<file path="src/hw/rtl/assert_macros.svh">
// ============================================================================
// Assertion macros
// Concurrent assertion wrappers used by the line drain unit's brld_back.
// ============================================================================
`ifndef ASSERT_MACROS_SVH
`define ASSERT_MACROS_SVH

`ifndef SYNTHESIS
// Property checked on every rising clock edge outside reset.
`define BRLD_ASSERT(lbl, clk, rst_n, prop) \
    lbl: assert property (@(posedge clk) disable iff (!rst_n) (prop)) \
        else $error("brld assertion failed");
// Antecedent this cycle implies consequent in the following cycle.
`define BRLD_ASSERT_NEXT(lbl, clk, rst_n, ante, cons) \
    lbl: assert property (@(posedge clk) disable iff (!rst_n) (ante) |=> (cons)) \
        else $error("brld assertion failed");
`else
`define BRLD_ASSERT(lbl, clk, rst_n, prop)
`define BRLD_ASSERT_NEXT(lbl, clk, rst_n, ante, cons)
`endif

`endif

</file>
<file path="src/hw/rtl/brld_pkg.sv">
// ============================================================================
// brld_pkg
// Types and constants shared by the byte ring buffer line drain unit.
// ============================================================================
package brld_pkg;

    typedef enum logic
    {
        CMD_WRITE   = 1'b0,
        CMD_RECEIVE = 1'b1
    } cmd_t;

    typedef enum logic [1:0]
    {
        KIND_STATUS = 2'd0,
        KIND_BYTE   = 2'd1,
        KIND_END    = 2'd2
    } kind_t;

    typedef enum logic [1:0]
    {
        ST_IDLE,
        ST_FETCH,
        ST_EVAL
    } state_t;

    // One decoded request as it travels from the front queue to the engine.
    typedef struct packed
    {
        cmd_t       cmd;
        logic [7:0] data;
    } op_t;

    // One result as it sits in the output register.
    typedef struct packed
    {
        kind_t      kind;
        logic [7:0] data;
        logic       full;
        logic [7:0] count;
        logic       last;
    } res_t;

    localparam logic [7:0] NEWLINE_BYTE   = 8'h0A;
    localparam logic [7:0] LINE_LIMIT_RST = 8'd64;

endpackage

</file>
<file path="src/hw/rtl/brld_ram.sv">
// ============================================================================
// brld_ram
// Generic single-write, single-read RAM with a registered read port.
// ============================================================================
module brld_ram #(
    parameter int WIDTH = 8,
    parameter int DEPTH = 64
) (
    input  logic                     clk,
    input  logic                     we,
    input  logic [$clog2(DEPTH)-1:0] wr_addr,
    input  logic [WIDTH-1:0]         wr_data,
    input  logic                     re,
    input  logic [$clog2(DEPTH)-1:0] rd_addr,
    output logic [WIDTH-1:0]         rd_data
);

    logic [WIDTH-1:0] mem_reg [DEPTH];
    logic [WIDTH-1:0] rd_data_reg;

    always_ff @(posedge clk)
    begin
        if (we)
        begin
            mem_reg[wr_addr] <= wr_data;
        end
        if (re)
        begin
            rd_data_reg <= mem_reg[rd_addr];
        end
    end

    assign rd_data = rd_data_reg;

endmodule

</file>
<file path="src/hw/rtl/brld_front.sv">
// ============================================================================
// brld_front
// Accepts requests, decodes the command and holds them in a two-entry queue.
// ============================================================================
module brld_front (
    input  logic           clk,
    input  logic           rst_n,
    input  logic           in_valid,
    output logic           in_stall,
    input  logic           command,
    input  logic [7:0]     byte_in,
    output logic           op_valid,
    output brld_pkg::op_t  op,
    input  logic           op_take
);

    brld_pkg::op_t q_reg [2];
    logic          wr_idx_reg;
    logic          rd_idx_reg;
    logic [1:0]    cnt_reg;
    logic          push;
    logic          pop;

    assign in_stall = (cnt_reg == 2'd2);
    assign op_valid = (cnt_reg != 2'd0);
    assign op       = q_reg[rd_idx_reg];
    assign push     = in_valid && !in_stall;
    assign pop      = op_valid && op_take;

    // Payload entries need no reset; only entries counted as held are read.
    always_ff @(posedge clk)
    begin
        if (push)
        begin
            q_reg[wr_idx_reg].cmd  <= brld_pkg::cmd_t'(command);
            q_reg[wr_idx_reg].data <= (brld_pkg::cmd_t'(command) == brld_pkg::CMD_WRITE)
                                      ? byte_in : 8'd0;
        end
    end

    always_ff @(posedge clk or negedge rst_n)
    begin
        if (!rst_n)
        begin
            wr_idx_reg <= 1'b0;
            rd_idx_reg <= 1'b0;
            cnt_reg    <= 2'd0;
        end
        else
        begin
            if (push)
            begin
                wr_idx_reg <= ~wr_idx_reg;
            end
            if (pop)
            begin
                rd_idx_reg <= ~rd_idx_reg;
            end
            if (push && !pop)
            begin
                cnt_reg <= cnt_reg + 2'd1;
            end
            else if (pop && !push)
            begin
                cnt_reg <= cnt_reg - 2'd1;
            end
        end
    end

endmodule

</file>
<file path="src/hw/rtl/brld_back.sv">
// ============================================================================
// brld_back
// Executes write and receive requests against the ring and drives results.
// ============================================================================
`include "assert_macros.svh"

module brld_back #(
    parameter int DEPTH = 64
) (
    input  logic           clk,
    input  logic           rst_n,
    input  logic           op_valid,
    input  brld_pkg::op_t  op,
    output logic           op_take,
    input  logic           cfg_wr_en,
    input  logic [7:0]     cfg_wr_data,
    output logic           out_valid,
    input  logic           out_stall,
    output logic [1:0]     kind,
    output logic [7:0]     byte_out,
    output logic           full_error,
    output logic [7:0]     line_count,
    output logic           last
);

    localparam int PTR_W = $clog2(DEPTH);
    localparam logic [PTR_W-1:0] PTR_MAX = PTR_W'(DEPTH - 1);

    brld_pkg::state_t state_reg;
    brld_pkg::state_t state_next;
    logic [PTR_W-1:0] wp_reg;
    logic [PTR_W-1:0] rp_reg;
    logic [PTR_W-1:0] fill_reg;
    logic [7:0]       count_reg;
    logic [7:0]       line_limit_reg;
    logic             out_valid_reg;
    brld_pkg::res_t   res_reg;
    brld_pkg::res_t   res_next;

    logic             can_emit;
    logic             emit;
    logic             store;
    logic             consume;
    logic             count_clr;
    logic             count_inc;
    logic             ram_re;
    logic [7:0]       ram_q;
    logic             line_done;

    function automatic logic [PTR_W-1:0] ptr_inc(input logic [PTR_W-1:0] p);
        logic [PTR_W-1:0] n;
        n = (p == PTR_MAX) ? '0 : p + PTR_W'(1);
        return n;
    endfunction

    assign can_emit  = !out_valid_reg || !out_stall;
    assign line_done = (ram_q == brld_pkg::NEWLINE_BYTE) || (count_reg >= line_limit_reg);

    brld_ram #(
        .WIDTH (8),
        .DEPTH (DEPTH)
    ) u_ring (
        .clk     (clk),
        .we      (store),
        .wr_addr (wp_reg),
        .wr_data (op.data),
        .re      (ram_re),
        .rd_addr (rp_reg),
        .rd_data (ram_q)
    );

    always_comb
    begin
        state_next = state_reg;
        case (state_reg)
            brld_pkg::ST_IDLE:
            begin
                if (op_valid && op.cmd == brld_pkg::CMD_RECEIVE)
                begin
                    state_next = brld_pkg::ST_FETCH;
                end
            end
            brld_pkg::ST_FETCH:
            begin
                if (fill_reg == '0)
                begin
                    if (can_emit)
                    begin
                        state_next = brld_pkg::ST_IDLE;
                    end
                end
                else
                begin
                    state_next = brld_pkg::ST_EVAL;
                end
            end
            brld_pkg::ST_EVAL:
            begin
                if (can_emit)
                begin
                    state_next = line_done ? brld_pkg::ST_IDLE : brld_pkg::ST_FETCH;
                end
            end
            default:
            begin
                state_next = brld_pkg::ST_IDLE;
            end
        endcase
    end

    always_comb
    begin
        op_take        = 1'b0;
        emit           = 1'b0;
        store          = 1'b0;
        consume        = 1'b0;
        count_clr      = 1'b0;
        count_inc      = 1'b0;
        ram_re         = 1'b0;
        res_next.kind  = brld_pkg::KIND_STATUS;
        res_next.data  = 8'd0;
        res_next.full  = 1'b0;
        res_next.count = 8'd0;
        res_next.last  = 1'b0;
        case (state_reg)
            brld_pkg::ST_IDLE:
            begin
                if (op_valid)
                begin
                    if (op.cmd == brld_pkg::CMD_WRITE)
                    begin
                        if (can_emit)
                        begin
                            op_take       = 1'b1;
                            emit          = 1'b1;
                            res_next.last = 1'b1;
                            if (fill_reg == PTR_MAX)
                            begin
                                res_next.full = 1'b1;
                            end
                            else
                            begin
                                store = 1'b1;
                            end
                        end
                    end
                    else
                    begin
                        op_take   = 1'b1;
                        count_clr = 1'b1;
                    end
                end
            end
            brld_pkg::ST_FETCH:
            begin
                if (fill_reg == '0)
                begin
                    if (can_emit)
                    begin
                        emit           = 1'b1;
                        res_next.kind  = brld_pkg::KIND_END;
                        res_next.count = count_reg;
                        res_next.last  = 1'b1;
                    end
                end
                else
                begin
                    ram_re = 1'b1;
                end
            end
            brld_pkg::ST_EVAL:
            begin
                if (can_emit)
                begin
                    consume = 1'b1;
                    emit    = 1'b1;
                    if (line_done)
                    begin
                        res_next.kind  = brld_pkg::KIND_END;
                        res_next.count = count_reg;
                        res_next.last  = 1'b1;
                    end
                    else
                    begin
                        res_next.kind = brld_pkg::KIND_BYTE;
                        res_next.data = ram_q;
                        count_inc     = 1'b1;
                    end
                end
            end
            default:
            begin
                op_take = 1'b0;
            end
        endcase
    end

    always_ff @(posedge clk)
    begin
        if (emit)
        begin
            res_reg <= res_next;
        end
    end

    always_ff @(posedge clk or negedge rst_n)
    begin
        if (!rst_n)
        begin
            state_reg      <= brld_pkg::ST_IDLE;
            wp_reg         <= '0;
            rp_reg         <= '0;
            fill_reg       <= '0;
            count_reg      <= 8'd0;
            line_limit_reg <= brld_pkg::LINE_LIMIT_RST;
            out_valid_reg  <= 1'b0;
        end
        else
        begin
            state_reg <= state_next;
            if (cfg_wr_en)
            begin
                line_limit_reg <= cfg_wr_data;
            end
            if (store)
            begin
                wp_reg   <= ptr_inc(wp_reg);
                fill_reg <= fill_reg + PTR_W'(1);
            end
            else if (consume)
            begin
                rp_reg   <= ptr_inc(rp_reg);
                fill_reg <= fill_reg - PTR_W'(1);
            end
            if (count_clr)
            begin
                count_reg <= 8'd0;
            end
            else if (count_inc)
            begin
                count_reg <= count_reg + 8'd1;
            end
            if (emit)
            begin
                out_valid_reg <= 1'b1;
            end
            else if (!out_stall)
            begin
                out_valid_reg <= 1'b0;
            end
        end
    end

    assign out_valid  = out_valid_reg;
    assign kind       = res_reg.kind;
    assign byte_out   = res_reg.data;
    assign full_error = res_reg.full;
    assign line_count = res_reg.count;
    assign last       = res_reg.last;

    // The ring never holds more than one entry short of its depth.
    `BRLD_ASSERT(a_fill_bound, clk, rst_n, fill_reg <= PTR_MAX)
    // The fill count agrees with the pointer distance around the ring.
    `BRLD_ASSERT(a_fill_ptrs, clk, rst_n,
        ((wp_reg >= rp_reg) ? (int'(wp_reg) - int'(rp_reg))
                            : (int'(wp_reg) + DEPTH - int'(rp_reg))) == int'(fill_reg))
    // Evaluation only ever follows a ring read.
    `BRLD_ASSERT(a_eval_entry, clk, rst_n,
        (state_reg == brld_pkg::ST_EVAL) |->
            ($past(state_reg) == brld_pkg::ST_FETCH || $past(state_reg) == brld_pkg::ST_EVAL))
    // Read data must survive while a drained byte waits for the output.
    `BRLD_ASSERT_NEXT(a_rdata_hold, clk, rst_n,
        state_reg == brld_pkg::ST_EVAL && !can_emit, $stable(ram_q))
    // A line end never reports more bytes than the limit allows.
    `BRLD_ASSERT(a_end_count, clk, rst_n,
        (out_valid_reg && res_reg.kind == brld_pkg::KIND_END) |->
            (res_reg.count <= line_limit_reg))

endmodule

</file>
<file path="src/hw/rtl/byte_ring_buffer_line_drain_unit.sv">
// ============================================================================
// byte_ring_buffer_line_drain_unit
// Byte receive ring buffer that stores written bytes and drains them by line.
// ============================================================================
//
//   Channel   Signals                                       Direction
//   -------   -------------------------------------------   ---------
//   input     in_valid, in_stall, command, byte_in          request in
//   output    out_valid, out_stall, kind, byte_out,         result out
//             full_error, line_count, last
//   config    cfg_wr_en, cfg_wr_data (line_limit)           write only
//
// A write request produces one status result. A receive request is taken in
// the idle state, then every byte read from the ring passes through a fetch
// (a registered RAM read) and an evaluation; on an empty ring the fetch
// state ends the line instead.
// Reset clears the pointers, the fill count and line_limit (to 64); the ring
// contents are left as they are and need no clearing pass.
// A stalled output holds the engine, while the two-entry request queue in front
// keeps accepting requests until it fills.
//
// The front part decodes requests into a small queue; the back part owns the
// ring, its pointers and the output register, so a stall on either side does
// not reach the other until the queue fills or drains.
module byte_ring_buffer_line_drain_unit #(
    parameter int DEPTH = 64
) (
    input  logic       clk,
    input  logic       rst_n,
    input  logic       in_valid,
    output logic       in_stall,
    input  logic       command,
    input  logic [7:0] byte_in,
    output logic       out_valid,
    input  logic       out_stall,
    output logic [1:0] kind,
    output logic [7:0] byte_out,
    output logic       full_error,
    output logic [7:0] line_count,
    output logic       last,
    input  logic       cfg_wr_en,
    input  logic [7:0] cfg_wr_data
);

    // Decoded request handed from the queue to the engine.
    logic          op_valid;
    logic          op_take;
    brld_pkg::op_t op;

    brld_front u_front (
        .clk      (clk),
        .rst_n    (rst_n),
        .in_valid (in_valid),
        .in_stall (in_stall),
        .command  (command),
        .byte_in  (byte_in),
        .op_valid (op_valid),
        .op       (op),
        .op_take  (op_take)
    );

    // The engine walks the ring one byte at a time and stops on a newline, an
    // empty ring, or after line_limit bytes (consuming one more byte then).
    brld_back #(
        .DEPTH (DEPTH)
    ) u_back (
        .clk         (clk),
        .rst_n       (rst_n),
        .op_valid    (op_valid),
        .op          (op),
        .op_take     (op_take),
        .cfg_wr_en   (cfg_wr_en),
        .cfg_wr_data (cfg_wr_data),
        .out_valid   (out_valid),
        .out_stall   (out_stall),
        .kind        (kind),
        .byte_out    (byte_out),
        .full_error  (full_error),
        .line_count  (line_count),
        .last        (last)
    );

endmodule

</file>
<file path="config.mk">
export PLATFORM = sky130hd
export DESIGN_NAME = byte_ring_buffer_line_drain_unit
export DESIGN_NICKNAME = d
export VERILOG_FILES = /design/src/hw/rtl/brld_pkg.sv /design/src/hw/rtl/brld_ram.sv /design/src/hw/rtl/brld_front.sv /design/src/hw/rtl/brld_back.sv /design/src/hw/rtl/byte_ring_buffer_line_drain_unit.sv
export VERILOG_INCLUDE_DIRS = /design/src /design/src/hw/rtl
export SDC_FILE = /design/constraint.sdc
export NUM_CORES = 1
export LEC_CHECK = 0
export BUFFER_PORTS_ARGS = -buffer_cell sky130_fd_sc_hd__clkbuf_2
export CAP_MARGIN = 5
export CORE_ASPECT_RATIO = 0.75
export CORE_UTILIZATION = 37
export DETAILED_ROUTE_END_ITERATION = 7
export GPL_ROUTABILITY_DRIVEN = 0
export PLACE_DENSITY = 0.49
export SYNTH_ARGS = -nofsm -noshare
export SYNTH_HDL_FRONTEND = slang
export SYNTH_SLANG_ARGS = --single-unit
</file>
<file path="constraint.sdc">
create_clock -name clk -period 3.1 [get_ports clk]
set_clock_uncertainty 0.05 [all_clocks]
set_input_delay 0.155 -clock clk [delete_from_list [all_inputs] [get_ports clk]]
set_output_delay 0.155 -clock clk [all_outputs]
set_load 0.05 [all_outputs]
</file>
Yosys cells after proc, flatten, opt, wreduce, memory -nomap -nowiden
Memories as Yosys holds them, arrays and structs flattened. A register that Yosys moved wholly into a read port is not among the register bits.
Cells that the tools add are included.
- $lt $le $gt $ge: 1
- bitwise logic cells: 7
- $add $sub $neg: 7
- reductions and logical operators: 22
- multiplexer cells: 56
- equal/unequal tests: 11
- operators by type and width (kind ; count):
    $mux 9 ; 4
    $mux 8 ; 4
    $mux 1 ; 29
    $mux 6 ; 4
    $add 6x1->6 const B ; 3
    $eq 6x6->1 const B ; 3
    $mux 2 ; 9
    $pmux 8 s2 ; 1
    $mux 10 ; 1
    $add 8x1->8 const B ; 1
    $eq 8x4->1 const B ; 1
    $ge 8x8->1 ; 1
    $reduce_bool 2->1 ; 4
    $not 1->1 ; 7
    $logic_not 6->1 ; 1
    $ne 2x1->1 const B ; 3
    $pmux 1 s3 ; 2
    $pmux 2 s3 ; 1
    $sub 6x1->6 const B ; 1
    $logic_and 1x1->1 ; 5
    $logic_not 1->1 ; 5
    $eq 2x2->1 const B ; 2
    $pmux 2 s2 ; 1
    $reduce_or 4->1 ; 1
    9 further kinds ; 10
- register bits: 61
- bits in writable memories: 530
- memories: 2
- word-level logic and storage cells: 121
- input port bits: 22
- output and inout port bits: 22
- memory list (name ; depth ; width ; rd ports ; clocked after Yosys merged registers in ; write ports ; line ; source):
    u_back.u_ring.mem_reg ; 64 ; 8 ; 1 ; 1 ; 1 ; brld_ram.sv:18 ; logic [WIDTH-1:0] mem_reg [DEPTH];
    u_front.q_reg ; 2 ; 9 ; 1 ; 0 ; 1 ; brld_front.sv:17 ; brld_pkg::op_t q_reg [2];

Logic depth before layout (Yosys ltp)
- depth in word-level cells: 10
- mapped depth: 12

Modules after synthesis
A second synthesis with hierarchy kept.
- cells, all modules: 1269
- area total of the unflattened synthesis: 24079.3 um^2
- by module, submodules not included (module ; times used ; sequential area each (um^2) ; cells each ; area an instance (um^2)):
    brld_ram ; 1 ; 15615.0 ; 940 ; 20246.9
    brld_back ; 1 ; 1527.7 ; 274 ; 2930.3
    brld_front ; 1 ; 640.6 ; 55 ; 902.1

Worst setup path after synthesis
OpenSTA, ideal clock, no wires.
- path type: register -> register
- start: register u_back.fill_reg[2]
- end: register u_back.res_reg, in the netlist u_back.byte_out[0], enable pin
- arrival time: 2447 ps
- setup slack: 198 ps
- stages on the path, launching flop included: 6
- library setup time: 405 ps
- period minus slack after synthesis: 2902 ps
- path through: dfrtp_1 or4_1 nor3_2 nand3_1 and2_1 a21oi_1
- longest elaborated chain between the ends: 3
- RTL lines (what ; line ; source):
    from (decl) ; brld_back.sv:33 ; logic [PTR_W-1:0] fill_reg;
    from (signal assigned) ; brld_back.sv:228 ; fill_reg <= fill_reg + PTR_W'(1);
    from (signal assigned) ; brld_back.sv:233 ; fill_reg <= fill_reg - PTR_W'(1);
    $logic_not 6->1 ; brld_back.sv:156 ; if (fill_reg == '0)
    $mux 1 ; brld_back.sv:156 ;
    $pmux 1 s3 ; brld_back.sv:125 ; case (state_reg)
    via u_back.emit ; brld_back.sv:41 ; logic emit;
    to (signal assigned) ; brld_back.sv:202 ; res_reg <= res_next;
    to (decl) ; brld_back.sv:37 ; brld_pkg::res_t res_reg;
The timed path passes the listed nets, and every way through them passes these cells.
A chain may end at the register's enable or synchronous reset.

==> results.md <==
| Quantity | This run | Unit |
|---|---|---|
| Status | finished, final reports clean | - |
| Post-synthesis instance area | 0.02387 | sq mm |
| Total number of vias | 12,278 | - |
| DRT met1 WL | 27,970 | um |
| Final setup slack of the worst path | 0.3507 | ns |
| Synthesized-area fraction occupied by xor and xnor cells | 0.5871 | % |
| Number of endpoints failing setup at the final stage | 0 | - |
| Die Span Y | 222.0 | um |
| Number of levels the H-tree was split into | 2 | - |
| Router iterations before antenna repair | 5 | - |
| CP Launch Type | register | - |
| Max FFs per register | 512 | - |
| Combinational family with the most area after synthesis | multiplexers | - |
| Least-Margin Pin Slew | 1.096 | ns |
| Count of synthesis-stage warnings from yosys | 0 | - |
| Longest Clk Path Bufs | 3 | - |
| Flip-flop and latch count after synthesis | 599 | - |
| Switching portion of total power | 32.80 | % |
| Chip width | 295.3 | um |
| Clk pin slew, worst setup/hold paths | 0.06 | ns |
| Reported leakage power | 9.299 | nW |
| Uppermost metal layer occupied by signal nets | met5 | - |
| Post-synth top flop | sky130_fd_sc_hd__edfxtp_1 | - |
| Share of power burned in registers | 42.5 | % |
| Length of routed met3 wiring | 3529 | um |
| Combinational cell fraction of total power | 31.2 | % |
| Worst setup path start | u_back.rp_reg[0] | - |
| Post-route ant nets | 0 | - |
| Total wire length after detailed routing | 57,180 | um |
| Wire length per cell | 24.43 | um |
| Number of global-route vias before repair | 12,442 | - |
| Number of buffers added by the clock tree synthesis step | 58 | - |
| Clock latency at the later pin of the worst-skew pair | 0.63 | ns |
| Number of buffers added to fix hold violations after cts | 36 | - |
| Basic-gate share of the synthesized area counting and, or, nand and nor cells | 4.319 | % |
| Cell internal pwr | 17.11 | mW |
| Effective utilization at floorplan | 37.49 | % |
| Number of placement rows | 80 | - |
| Pin count of the biggest net entering global routing | 65 | - |
| Cell type group with the largest total delay on the critical path | compound AO/OA/AOI/OAI gates | - |
| Clock network fraction of design power | 26.3 | % |
| Share of final-layout standard cells stronger than drive strength 1 | 26.12 | % |
| Fraction of synthesis flops using an asynchronous set or reset pin | 6.845 | % |
| Detailed placer's ending HPWL | 35,510 | um |
| Number of hold violations in the final report | 0 | - |
| Final hold slack | 0.07493 | ns |
| Clock sink count | 599 | - |
| Remaining max-slew budget at the tightest pin | 26.65 | % |
| Area added between synthesis and finish | 17.03 | % |
| Final max-slew violation count | 0 | - |
| Library cell appearing most often on the critical path | sky130_fd_sc_hd__buf_12 | - |
| Class of the worst hold path | in2async | - |
| Dpl ws | 0.3101 | ns |
| Critical Path Slowest Stage Cell | sky130_fd_sc_hd__mux4_2 | - |
| Largest stage delay on the critical path | 0.51 | ns |
| Setup repair after global routing missed its margin | no | - |
| First-pass GRT wire length | 84,490 | um |
| Overall power | 25.46 | mW |
| TritonCTS clock tree | built | - |
| Sequential element share of the synthesized area | 74.50 | % |
| Synthesized area divided by synthesized cell count | 19.28 | sq um |
| Number of buffer and inverter stages on the critical path | 2 | - |
| Max Freq | 0.3637 | GHz |
| Met2 wire len | 24,640 | um |
| Arrival time at the worst endpoint | 3.05 | ns |
| Distinct cell type count after synthesis | 63 | - |
| Port buffer count | 43 | - |
| Min Clock Period, post-route | 2.749 | ns |
| Count of flip-flops with a built-in enable after synthesis | 558 | - |
| # DRC | 0 | - |
| Peak supply drop | 0.4274 | mV |
| Most common library cell in the layout ignoring fill and taps | sky130_fd_sc_hd__edfxtp_1 | - |
| Number of antenna violations at the first check in global routing | 3 | - |
| Post-CTS setup buffer count | 0 | - |
| Crit end category | register | - |
| Die Area | 0.06554 | sq mm |
| Synthesized instance count | 1,238 | - |
| Final setup TNS | 0 | ns |
| Arithmetic-cell share of the synthesized area counting full adders, half adders and majority gates | 1.132 | % |
| Total I/O pin count | 44 | - |
| Critical path required time | 3.40 | ns |
| # Max-Cap Violations | 0 | - |
| Part of the cycle the worst path needs | 88.69 | % |
| Cts repair resizes | 0 | - |
| Gr usage total | 17.68 | % |
| Power per unit of standard cell area | 911.5 | mW/mm^2 |
| Net switching component of the power | 8.351 | mW |
| Post-DR vias/cell | 5.245 | - |
| Floorplan core area | 0.06366 | sq mm |
| Startpoint-to-endpoint class of the critical path | reg2reg | - |
| Worst reg2reg startpoint | u_back.rp_reg[0] | - |
| Initial DRC count | 1,051 | - |
| Synthesized net count | 1,281 | - |
| Compound-Gate Fraction of Synth Area | 4.864 | % |
| Total global routing overflow | 0 | - |
| NumNets Final | 1,474 | - |
| Ordered cell list for the critical path | buf_12 > buf_12 > mux4_2 > a22o_1 > a211oi_1 > a211o_1 > o221ai_1 | - |
| Share of synthesized area spent on multiplexers | 12.70 | % |
| Commonest cells after routing, fill and taps aside | 558 x sky130_fd_sc_hd__edfxtp_1, 113 x sky130_fd_sc_hd__mux4_2, 104 x sky130_fd_sc_hd__buf_4, 93 x sky130_fd_sc_hd__nor2_1, 59 x sky130_fd_sc_hd__clkbuf_16 | - |
| Top fanout value on the critical path | 20 | - |
| Clock tree root driver cell | sky130_fd_sc_hd__clkbuf_16 | - |
-- final cells by class --
| cell class | instances | area (sq um) |
|---|---|---|
| sequential | 599 | 17790 |
| multi-input combinational | 563 | 5644 |
| fill | 5609 | 35730 |
| clock buffer | 78 | 1568 |
| tap | 861 | 1077 |
| timing repair buffer | 195 | 1597 |
| inverter | 14 | 55.05 |
| antenna | 2 | 5.005 |
| clock inverter | 29 | 197.7 |
-- Yosys cell counts (4+ instances only) --
cell type | count | area share, %
sky130_fd_sc_hd__edfxtp_1 | 558 | 70
sky130_fd_sc_hd__buf_6 | 6 | 0.28
sky130_fd_sc_hd__nand3_1 | 8 | 0.17
sky130_fd_sc_hd__buf_12 | 5 | 0.42
sky130_fd_sc_hd__nand2_1 | 48 | 0.75
sky130_fd_sc_hd__buf_2 | 10 | 0.21
sky130_fd_sc_hd__a221oi_1 | 14 | 0.51
sky130_fd_sc_hd__buf_4 | 4 | 0.13
sky130_fd_sc_hd__a22oi_1 | 8 | 0.25
sky130_fd_sc_hd__buf_1 | 9 | 0.14
sky130_fd_sc_hd__inv_1 | 13 | 0.20
sky130_fd_sc_hd__xnor2_1 | 12 | 0.44
sky130_fd_sc_hd__xor2_1 | 4 | 0.15
sky130_fd_sc_hd__dfrtp_1 | 40 | 4.2
sky130_fd_sc_hd__o31ai_1 | 4 | 0.13
sky130_fd_sc_hd__o21ai_0 | 17 | 0.36
sky130_fd_sc_hd__nor2_1 | 94 | 1.5
sky130_fd_sc_hd__mux2_2 | 12 | 0.57
sky130_fd_sc_hd__nand2b_1 | 8 | 0.21
sky130_fd_sc_hd__and2_1 | 14 | 0.37
sky130_fd_sc_hd__mux2i_1 | 35 | 1.5
sky130_fd_sc_hd__a211oi_1 | 17 | 0.53
sky130_fd_sc_hd__ha_1 | 20 | 1.0
sky130_fd_sc_hd__nor2b_1 | 11 | 0.29
sky130_fd_sc_hd__o221ai_1 | 16 | 0.59
sky130_fd_sc_hd__a21o_1 | 6 | 0.19
sky130_fd_sc_hd__mux4_2 | 113 | 11
sky130_fd_sc_hd__o22ai_1 | 7 | 0.18
sky130_fd_sc_hd__a22o_1 | 24 | 0.88
sky130_fd_sc_hd__clkbuf_1 | 27 | 0.42
sky130_fd_sc_hd__a211o_1 | 9 | 0.33
sky130_fd_sc_hd__nand4_1 | 5 | 0.13
sky130_fd_sc_hd__a21oi_1 | 15 | 0.31
-- stage by stage --
step	util [%]	area (sq um)	cells
global route	43.88	27930	2341
finish	43.88	27930	2341
detailed placement	40.53	25800	2196
floorplan	-	23870	1238
global placement	40.53	25800	2196
CTS	43.87	27930	2339
-- final timing paths --
check,endpoint,slack [ns],depth (start not counted)
setup / recovery,u_back.u_ring.rd_data[6],0.35,7
hold / removal,u_back.line_limit_reg[3],0.07,2
setup reg to reg,u_back.u_ring.rd_data[6],0.35,7
hold reg to reg,u_back.fill_reg[5],0.45,1
max in group asynchronous,u_back.rp_reg[1],2.21,3
min in group clk,u_back.out_valid,0.26,3
-- worst register-to-register path, cell delays in order, from the launching register on --
cell and delay, ns:
sky130_fd_sc_hd__dfrtp_4 0.47, sky130_fd_sc_hd__buf_12 0.18, sky130_fd_sc_hd__buf_12 0.24, sky130_fd_sc_hd__mux4_2 0.53, sky130_fd_sc_hd__a22o_1 0.28, sky130_fd_sc_hd__a211oi_1 0.40, sky130_fd_sc_hd__a211o_1 0.22, sky130_fd_sc_hd__o221ai_1 0.12
-- metal layers --
| metal | track usage (%) | vias up |
|---|---|---|
| li1 | - | 5428 |
| met1 | 27.20 | 6445 |
| met2 | 25.03 | 332 |
| met3 | 4.150 | 71 |
| met4 | 4.179 | 2 |
| met5 | 1.256 | - |
-- power by group through the flow --
stage / Combinational (mW) / Clock, mW / Sequential [mW]
global route: 8.59 / 7.20 / 10.9
CTS: 8.10 / 6.90 / 10.8
floorplan: 4.89 / 0 / 11.1
detailed placement: 8.05 / 0 / 11.0
finish: 7.95 / 6.69 / 10.8
global placement: 7.98 / 0 / 11.0
-- cells by family after synthesis --
| family | Yosys count |
|---|---|
| fa+ha+maj | 21 |
| xor+xnor | 16 |
| flops | 599 |
| mux | 160 |
| simple gates | 214 |
| buf+inv | 76 |
| compound gates | 152 |
Note: power is estimated with default switching activity, not from simulation.
